--- src/sv/srdc_pkg.sv ---
// shared types, constants and helpers for the damped-comb reverb
package srdc_pkg;

   localparam int SAMPLE_W   = 24;
   localparam int COEF_W     = 16;
   localparam int DELAY_W    = 11;
   localparam int NUM_COMBS  = 4;
   localparam int COMB_SEL_W = $clog2(NUM_COMBS);
   localparam int COMB_DEPTH = 2048;
   localparam int COMB_AW    = $clog2(COMB_DEPTH);
   localparam int AP1_DELAY  = 220;
   localparam int AP1_SIZE   = 256;
   localparam int AP1_AW     = $clog2(AP1_SIZE);
   localparam int AP2_DELAY  = 74;
   localparam int AP2_SIZE   = 128;
   localparam int AP2_AW     = $clog2(AP2_SIZE);

   localparam int CLEAR_LEN  = (COMB_DEPTH > AP1_SIZE) ? COMB_DEPTH : AP1_SIZE;
   localparam int CLR_W      = $clog2(CLEAR_LEN);

   localparam int OP_W       = SAMPLE_W + 1;
   localparam int PROD_W     = OP_W + COEF_W + 1;
   localparam int RES_W      = PROD_W - COEF_W;
   localparam int WIDE_W     = RES_W + 1;
   localparam int ACC_W      = SAMPLE_W + COMB_SEL_W;

   localparam int CSR_IDX_W  = 3;
   localparam int CSR_DATA_W = 16;

   localparam logic [CSR_IDX_W-1:0] CSR_COMB_DELAY_0 = 3'd0;
   localparam logic [CSR_IDX_W-1:0] CSR_COMB_DELAY_1 = 3'd1;
   localparam logic [CSR_IDX_W-1:0] CSR_COMB_DELAY_2 = 3'd2;
   localparam logic [CSR_IDX_W-1:0] CSR_COMB_DELAY_3 = 3'd3;
   localparam logic [CSR_IDX_W-1:0] CSR_COMB_FEEDBACK = 3'd4;
   localparam logic [CSR_IDX_W-1:0] CSR_DAMPING_COEF = 3'd5;
   localparam logic [CSR_IDX_W-1:0] CSR_ALLPASS_GAIN = 3'd6;

   localparam logic [DELAY_W-1:0] RST_COMB_DELAY_0 = 11'd1309;
   localparam logic [DELAY_W-1:0] RST_COMB_DELAY_1 = 11'd1636;
   localparam logic [DELAY_W-1:0] RST_COMB_DELAY_2 = 11'd1812;
   localparam logic [DELAY_W-1:0] RST_COMB_DELAY_3 = 11'd1927;
   localparam logic [COEF_W-1:0]  RST_COMB_FEEDBACK = 16'd55705;
   localparam logic [COEF_W-1:0]  RST_DAMPING_COEF = 16'd23791;
   localparam logic [COEF_W-1:0]  RST_ALLPASS_GAIN = 16'd32768;

   localparam logic [AP1_AW-1:0] AP1_OFFSET = AP1_AW'(AP1_DELAY % AP1_SIZE);
   localparam logic [AP2_AW-1:0] AP2_OFFSET = AP2_AW'(AP2_DELAY % AP2_SIZE);

   typedef logic signed [SAMPLE_W-1:0] sample_type;
   typedef logic signed [OP_W-1:0]     mul_op_type;
   typedef logic signed [RES_W-1:0]    mul_res_type;
   typedef logic signed [WIDE_W-1:0]   wide_type;
   typedef logic signed [ACC_W-1:0]    acc_type;
   typedef logic [COEF_W-1:0]          coef_type;
   typedef logic [DELAY_W-1:0]         delay_type;

   typedef enum logic [3:0] {
      ST_CLEAR,
      ST_IDLE,
      ST_LP,
      ST_LPW,
      ST_FB,
      ST_WR,
      ST_AVG,
      ST_A1_MUL,
      ST_A1_OUT,
      ST_A1_WR,
      ST_A2_OUT,
      ST_A2_WR,
      ST_DONE
   } srdc_state_type;

   localparam wide_type WIDE_SMAX = wide_type'((64'sd1 <<< (SAMPLE_W - 1)) - 64'sd1);
   localparam wide_type WIDE_SMIN = wide_type'(-(64'sd1 <<< (SAMPLE_W - 1)));

   // clamp to the signed sample range
   function automatic sample_type sat_sample(input wide_type v);
      sample_type r;
      if (v > WIDE_SMAX) begin
         r = WIDE_SMAX[SAMPLE_W-1:0];
      end else if (v < WIDE_SMIN) begin
         r = WIDE_SMIN[SAMPLE_W-1:0];
      end else begin
         r = v[SAMPLE_W-1:0];
      end
      return r;
   endfunction

endpackage

--- src/sv/srdc_qmul.sv ---
// shared signed-by-q0.16 multiplier with round-half-up and output register
module srdc_qmul (
   input  logic                  clock,
   input  srdc_pkg::mul_op_type  op_a,
   input  srdc_pkg::coef_type    coef,
   output srdc_pkg::mul_res_type product_ff
);

   logic signed [srdc_pkg::PROD_W-1:0] prod;
   logic signed [srdc_pkg::PROD_W-1:0] rounded;
   srdc_pkg::mul_res_type              product_in;

   always_comb begin
      prod = srdc_pkg::PROD_W'(op_a)
           * srdc_pkg::PROD_W'($signed({1'b0, coef}));
      rounded = prod + srdc_pkg::PROD_W'(1 << (srdc_pkg::COEF_W - 1));
      product_in = rounded[srdc_pkg::PROD_W-1:srdc_pkg::COEF_W];
   end

   always_ff @(posedge clock) begin
      product_ff <= product_in;
   end

endmodule

--- config.mk ---
export PLATFORM = sky130hd
export DESIGN_NAME = srdc_qmul
export DESIGN_NICKNAME = d
export VERILOG_FILES = /design/src/sv/srdc_pkg.sv /design/src/sv/srdc_qmul.sv
export SDC_FILE = /design/constraint.sdc
export NUM_CORES = 1
export LEC_CHECK = 0
export BUFFER_PORTS_ARGS = -buffer_cell sky130_fd_sc_hd__buf_2
export CAP_MARGIN = 20
export CELL_PAD_IN_SITES_DETAIL_PLACEMENT = 1
export CELL_PAD_IN_SITES_GLOBAL_PLACEMENT = 2
export CORE_ASPECT_RATIO = 1.2
export CORE_MARGIN = 2
export CORE_UTILIZATION = 42
export DETAILED_ROUTE_END_ITERATION = 12
export PLACE_DENSITY = 0.92
export SYNTH_ARGS = -nofsm -noshare
export SYNTH_HDL_FRONTEND = slang
export SYNTH_SLANG_ARGS = --single-unit
--- constraint.sdc ---
create_clock -name clock -period 7.7 [get_ports clock]
set_input_delay 0.77 -clock clock [delete_from_list [all_inputs] [get_ports clock]]
set_output_delay 0.77 -clock clock [all_outputs]
set_load 0.02 [all_outputs]
==> results of run 1 <==
kinds of logic after synthesis:
kind of cell,Yosys count,synth area share [%]
buffers and inverters,568,13.9
AO/OA/AOI/OAI,95,4.31
multiplexers,1,0.0733
flip-flops,26,3.39
AND/OR/NAND/NOR,466,15.9
adder cells (fa/ha/maj),511,60.7
XOR/XNOR,31,1.77
layout by cell type, fill, tap and decap left out, types with 4 or more instances in the layout:
cell,netlist,routed
a21o_1,12,12
a21oi_1,33,33
a31oi_1,4,4
and2_1,246,246
buf_2,1,67
dfxtp_1,26,26
fa_1,390,390
ha_1,121,121
inv_1,505,505
nand2_1,171,171
nand3_1,6,6
nand4_1,8,8
nor2_1,14,14
nor3_1,5,5
o21ai_0,10,10
o21bai_1,6,6
xnor2_1,20,20
xor2_1,11,11
metrics by stage:
| step | instance area [µm²] | worst slack (ns) | util (%) | hold slack (ns) | instances |
|---|---|---|---|---|---|
| 4_1_cts | 16100 | 0.749 | 44.9 | 1.48 | 2174 |
| 6_report | 16100 | 0.714 | 44.9 | 1.47 | 2174 |
| 3_5_place_dp | 16100 | 0.476 | 44.7 | 1.19 | 2171 |
| 2_1_floorplan | 15400 | 1.37 | - | 1.11 | 1698 |
| 5_1_grt | 16100 | 0.453 | 44.9 | 1.49 | 2174 |
| 3_3_place_gp | 16100 | 0.669 | 44.7 | 1.19 | 2171 |
worst max-delay path by stage:
stage,end,slack (ns),depth (start not counted)
after floorplan,product_ff[20],1.37,21
after global placement,product_ff[20],0.67,21
after detailed placement,product_ff[20],0.48,21
after CTS,product_ff[20],0.75,21
after global routing,product_ff[25],0.45,20
final,product_ff[20],0.71,21
area by class of cell:
| cell class | instances | area (µm²) | share of cell area [%] |
|---|---|---|---|
| well taps | 468 | 586 | 3.63 |
| clock buffers | 3 | 75.1 | 0.465 |
| flip-flops and latches | 26 | 520 | 3.23 |
| inverters | 505 | 1900 | 11.7 |
| repair buffers | 68 | 343 | 2.12 |
| multi-input cells | 1104 | 12700 | 78.8 |
worst max-delay path, cell delays in order:
cell and delay, ns:
buf_2 0.30, and2_1 0.25, fa_1 0.53, inv_1 0.05, fa_1 0.51, fa_1 0.53, inv_1 0.06, fa_1 0.48
fa_1 0.49, inv_1 0.05, fa_1 0.47, inv_1 0.05, ha_1 0.32, a211oi_1 0.33, o21ai_0 0.32, a311oi_4 0.48
nor3_2 0.15, o31ai_2 0.32, a21boi_2 0.12, or4_1 0.49, o311ai_1 0.10
per-layer routing:
layer | track usage, % | vias to the layer above | part of all wire [%]
met4 | 12.3 | 0 | 6.1
met1 | 24.7 | 5945 | 33
met2 | 50.6 | 250 | 58
met3 | 1.44 | 123 | 2.3
li1 | - | 4854 | -
met5 | 0 | - | 0
==> impl_metrics.ini, run 1 <==
[logic_synthesis]
synth.avg_cell_area_um2 = 9.05
netlist_area_um2 = 15400
synth_top_area_cell = fa_1
ys_seq_elements = 26
synth_edf_count = 0
synthTopCellsByArea = fa_1 51%, inv_1 12%, and2_1 10%, ha_1 9.9%, nand2_1 4.2%
synthFlopType = dfxtp_1
synth_warnings = 0
synth_top_cell_area_share_pct = 50.8
synth_nets = 2251
ys_types = 51
yosysSeqAreaShare_pct = 3.39
synth.most_common_cell = inv_1
synthCells = 1698
async_reset_ff_share_pct = 0
synth_top_cells_by_count = 505 x inv_1, 390 x fa_1, 246 x and2_1

[status]
status = finished, final reports clean

[cells_and_area]
drive_above_1_share_pct = 4.69
reg_top3 = product_ff: 26 flops
area_growth_pct = 4.98
fill_cells = 4267
insertedDiodeCount = 0
largest-register = product_ff
fin_nets = 2261
largest_reg_flops = 26

[worst_setup_path]
arrival_ns = 7.16
startpoint = coef[2]
cp_max_fo = 25
startpoint_type = input port
required_ns = 7.88
worstSetupPathType = in2reg
endpoint_kind = register

[global_routing]
grt-ovfl-total = 0
first_global_vias = 13678
grt_usage_pct = 24.7
antenna_found_initial = 0
grt_start_max_net_pins = 26
grt_pass1_wl_um = 71000

[clock_network]
cts_hold_buf = 0
cts-root-buf = clkbuf_16
post_cts_buffers = 0
clock_path_buffers = 2
cts_resized = 0
cts_tree = built
numCtsBuffers = 3
h-tree-depth = 1
cts.sinks = 26
cts.clk_slew.worst_paths_ns = 0.07

[place]
hpwl_um = 36400
port_buffers = 67
gp_congestion = 0.840

[die]
start_util_pct = 42.8
die_x_um = 179
die_h_um = 214
core_um2 = 35900
dieArea_um2 = 38100
io_pins = 68
core.rowCount = 76

[hold_path]
holdPathStages = 1
hold_path.class = reg2out
hp-start = product_ff[1]
hold_end = product_ff[1]

[routing]
drt_wl_total_um = 43300
via_per_inst = 5.14
post-route-drc-count = 0
drt-pass1-iter-count = 7
wire_per_inst_um = 19.9
vias = 11172
drtAntennaViolNets = 0
drt_iter0_drc = 372

[timing]
hold_viol_final = 0
finalMaxSlewViolations = 0
worst_pin_slew_ns = 0.697
min_period_ns = 6.99
post-route-period-util_pct = 90.7
fmax_ghz = 0.143
finalSetupViolCount = 0
max_slew_margin_pct = 53.0
rsz0062_at_grt = false
setup_tns_ns = 0

[job]
maxCapViolations = 0
Power of run 1 is not shown: default switching activity piles up to over one toggle a cycle in this logic, so the estimate is an artifact.
==> run 2, diff against run 1 <==
REMOVE_ABC_BUFFERS = 1   (was not set)
==> run 2 against run 1 <==
Effect of this change: via count is 0.82% lower; maximum frequency increased by 2.0%; highest routed layer unchanged; die area unchanged; first-iteration DRC count decreased by 5.6%; cell count grew 0.28%.
==> impl_metrics.ini, run 2 (synthesized netlist as in run 1, its figures left out) <==
[timing]
rsz0062_at_grt = false
hold_ws_ns = 1.47
finalSetupViolCount = 0
max_slew_margin_pct = 45.9
worst_pin_slew_ns = 0.803
setup_tns_ns = 0
fmax_ghz = 0.146
finalMaxSlewViolations = 0
post-route-period-util_pct = 89.0
hold_viol_final = 0
min_period_ns = 6.85

[cells_and_area]
fin_nets = 2265
instances_no_fill = 2180
reg_top3 = product_ff: 26 flops
most-common-layout-cells = 505 x inv_1, 390 x fa_1, 246 x and2_1
largest-register = product_ff
final_common_cell = inv_1
drive_above_1_share_pct = 4.97
fin_util_pct = 45.1
area_growth_pct = 5.39
largest_reg_flops = 26
fill_cells = 4226

[status]
status = finished, final reports clean

[global_routing]
first_global_vias = 13688
grt_usage_pct = 23.5
grt_start_max_net_pins = 26
grt-ovfl-total = 0
antenna_found_initial = 0
grt_pass1_wl_um = 68300

[die]
dieArea_um2 = 38100
die_h_um = 214
core_um2 = 35900
start_util_pct = 42.8
die_x_um = 179
core.rowCount = 76
io_pins = 68

[routing]
drt_iter0_drc = 351
via_per_inst = 5.08
post-route-drc-count = 0
drt_wl_total_um = 41800
drt-pass1-iter-count = 4
drtAntennaViolNets = 0
wire_per_inst_um = 19.2
vias = 11080

[clock_network]
cts-root-buf = clkbuf_16
cts_resized = 0
cts.sinks = 26
cts_hold_buf = 0
numCtsBuffers = 3
clock_path_buffers = 2
cts.clk_slew.worst_paths_ns = 0.06
cts_tree = built
post_cts_buffers = 0
h-tree-depth = 1

[hold_path]
hold_end = product_ff[10]
holdPathStages = 1
hp-start = product_ff[10]
hold_path.class = reg2out

[job]
maxCapViolations = 0

[place]
dp.cells = 2175
hpwl_um = 35400
port_buffers = 67
gp_congestion = 0.852

[worst_setup_path]
arrival_ns = 7.04
required_ns = 7.89
worstSetupPathType = in2reg
endpoint_kind = register
startpoint_type = input port
cp_max_fo = 14
-- run 2: changes by cell type in the layout (fill, tap and decap cells not counted), sizes merged --
cell    previous run  this run
buf               68        72
bufinv             0         1
diode              0         1
-- run 2: worst max-delay path by stage --
stage | depth (start not counted) | endpoint | slack, ns | from
floorplan | 20 | product_ff[20] | 1.53 | op_a[12]
global placement | 21 | product_ff[20] | 0.60 | coef[3]
detailed placement | 21 | product_ff[20] | 0.56 | coef[3]
CTS | 21 | product_ff[20] | 0.83 | coef[4]
global route | 21 | product_ff[25] | 0.52 | coef[2]
finish | 21 | product_ff[25] | 0.85 | coef[2]
-- run 2: final cells by class --
cell class	instances	area (µm²)	share of cell area, %
Timing Repair Buffer	72	373	2.30
Tap cell	468	586	3.62
Antenna cell	1	2.50	0.0154
Multi-Input combinational cell	1104	12700	78.5
Inverter	505	1900	11.7
Clock buffer	3	75.1	0.463
Clock inverter	1	30.0	0.185
Sequential cell	26	520	3.21
-- run 2: critical path, stage by stage --
cell and delay, ns:
buf_2 0.31, buf_4 0.27, nand2_1 0.16, fa_1 0.66
fa_1 0.75, inv_1 0.25, fa_1 0.51, fa_1 0.51
fa_1 0.49, inv_1 0.05, fa_1 0.48, inv_1 0.05
ha_1 0.35, inv_1 0.17, o21bai_1 0.11, a21oi_1 0.25
nand3b_1 0.11, nor3_1 0.14, nor2_1 0.13, a311oi_1 0.33
xnor2_1 0.17
-- run 2: stage by stage --
stage | cell area, µm² | setup WS, ns
2_1_floorplan | 15100 | 1.53
3_3_place_gp | 16100 | 0.596
3_5_place_dp | 16100 | 0.563
4_1_cts | 16200 | 0.834
5_1_grt | 16200 | 0.521
6_report | 16200 | 0.848
-- run 2: layer usage --
layer	global-route usage (%)	routed length, µm
met5	0	0
met4	13.9	2960
met3	1.54	985
met2	48.2	23900
met1	22.5	13900
Power of run 2 is left out for the same reason.
==> run 3, diff against run 2 <==
CTS_BUF_LIST = sky130_fd_sc_hd__clkbuf_8   (was not set)
==> run 3 against run 2 <==
Effect of this change: cell count unchanged; count of clock-buffer cells in the layout unchanged; critical path depth unchanged; worst setup slack improved by 0.024 ns; first-iteration DRC count increased by 5.7%; via count about the same; wire length about the same; die area unchanged.
==> impl_metrics.ini, run 3 (synthesized netlist as in run 1, its figures left out) <==
[routing]
wl_met3_um = 935
drtAntennaViolNets = 0
wl_met1_um = 13900
vias = 11087
drt_iter0_drc = 371
post-route-drc-count = 0
top_layer = met4
met2WireLength_um = 23900
drt-pass1-iter-count = 6
drt_wl_total_um = 41800
wire_per_inst_um = 19.2
via_per_inst = 5.09

[clock_network]
cts.clk_slew.worst_paths_ns = 0.09
cts-root-buf = clkbuf_8
cts.sinks = 26
numCtsBuffers = 3
clock_path_buffers = 2
cts_hold_buf = 0
h-tree-depth = 1
cts_tree = built
cts_resized = 0
post_cts_buffers = 0

[timing]
finalSetupViolCount = 0
max_slew_margin_pct = 46.3
layout_setup_ws_ns = 0.872
hold_viol_final = 0
setup_tns_ns = 0
fmax_ghz = 0.146
rsz0062_at_grt = false
min_period_ns = 6.83
finalMaxSlewViolations = 0
post-route-period-util_pct = 88.7
worst_pin_slew_ns = 0.797

[cells_and_area]
area_growth_pct = 5.17
reg_top3 = product_ff: 26 flops
largest-register = product_ff
instances_no_fill = 2180
final_common_cell = inv_1
drive_above_1_share_pct = 4.97
most-common-layout-cells = 505 x inv_1, 390 x fa_1, 246 x and2_1
fill_cells = 4230
largest_reg_flops = 26
fin_util_pct = 45.0
fin_nets = 2265

[global_routing]
grt_usage_pct = 23.5
first_global_vias = 13688
grt-ovfl-total = 0
grt_start_max_net_pins = 26
antenna_found_initial = 0
grt_pass1_wl_um = 68300

[worst_setup_path]
cp_max_fo = 14
required_ns = 7.90
startpoint_type = input port
endpoint_kind = register
arrival_ns = 7.03
worstSetupPathType = in2reg

[place]
dp.cells = 2175
gp_congestion = 0.852
hpwl_um = 35400
port_buffers = 67
place_ws_ns = 0.563

[die]
start_util_pct = 42.8
dieArea_um2 = 38100
core_um2 = 35900
die_x_um = 179
die_h_um = 214
core.rowCount = 76
io_pins = 68

[hold_path]
hold_path.class = in2reg
hp-start = op_a[0]
holdPathStages = 6
hold_end = product_ff[1]

[status]
status = finished, final reports clean

[job]
maxCapViolations = 0
## run 3: changes by cell type in the layout (fill, tap and decap cells not counted)
cell       previous run  this run
clkbuf_16             3         0
clkbuf_8              0         3
## run 3: metal layers
metal / vias to the layer above / track usage (%)
li1: 4858 / -
met1: 5832 / 22.5
met2: 246 / 48.2
met3: 151 / 1.60
met4: 0 / 13.9
met5: - / 0
## run 3: how the worst max path moves through the flow
stage          depth (start not counted)        endpoint  slack (ns)     start
2_1_floorplan                         20  product_ff[20]        1.53  op_a[12]
3_3_place_gp                          21  product_ff[20]        0.60   coef[3]
3_5_place_dp                          21  product_ff[20]        0.56   coef[3]
4_1_cts                               21  product_ff[20]        0.86   coef[4]
5_1_grt                               21  product_ff[25]        0.55   coef[2]
6_report                              21  product_ff[25]        0.87   coef[2]
## run 3: worst max-delay path, cell delays in order
cell and delay, ns:
buf_2 0.31, buf_4 0.27, nand2_1 0.16, fa_1 0.66, fa_1 0.75, inv_1 0.25
fa_1 0.51, fa_1 0.51, fa_1 0.49, inv_1 0.05, fa_1 0.48, inv_1 0.05
ha_1 0.35, inv_1 0.17, o21bai_1 0.11, a21oi_1 0.25, nand3b_1 0.11, nor3_1 0.14
nor2_1 0.13, a311oi_1 0.33, xnor2_1 0.17
## run 3: final cells by class
class                   instances  area (µm²)  share of cell area, %
clock buffers                   3        41.3                  0.255
flip-flops and latches         26         520                   3.22
diodes                          1        2.50                 0.0155
multi-input cells            1104       12700                   78.7
repair buffers                 72         373                   2.31
clock inverters                 1        30.0                  0.186
inverters                     505        1900                   11.7
well taps                     468         586                   3.62
## run 3: per-stage QoR
stage               cell area [µm²]  hold slack, ns
global route                  16200            1.52
finish                        16200            1.49
global placement              16100            1.19
floorplan                     15100            1.11
CTS                           16200            1.45
detailed placement            16100            1.19
Power of run 3 is left out for the same reason.
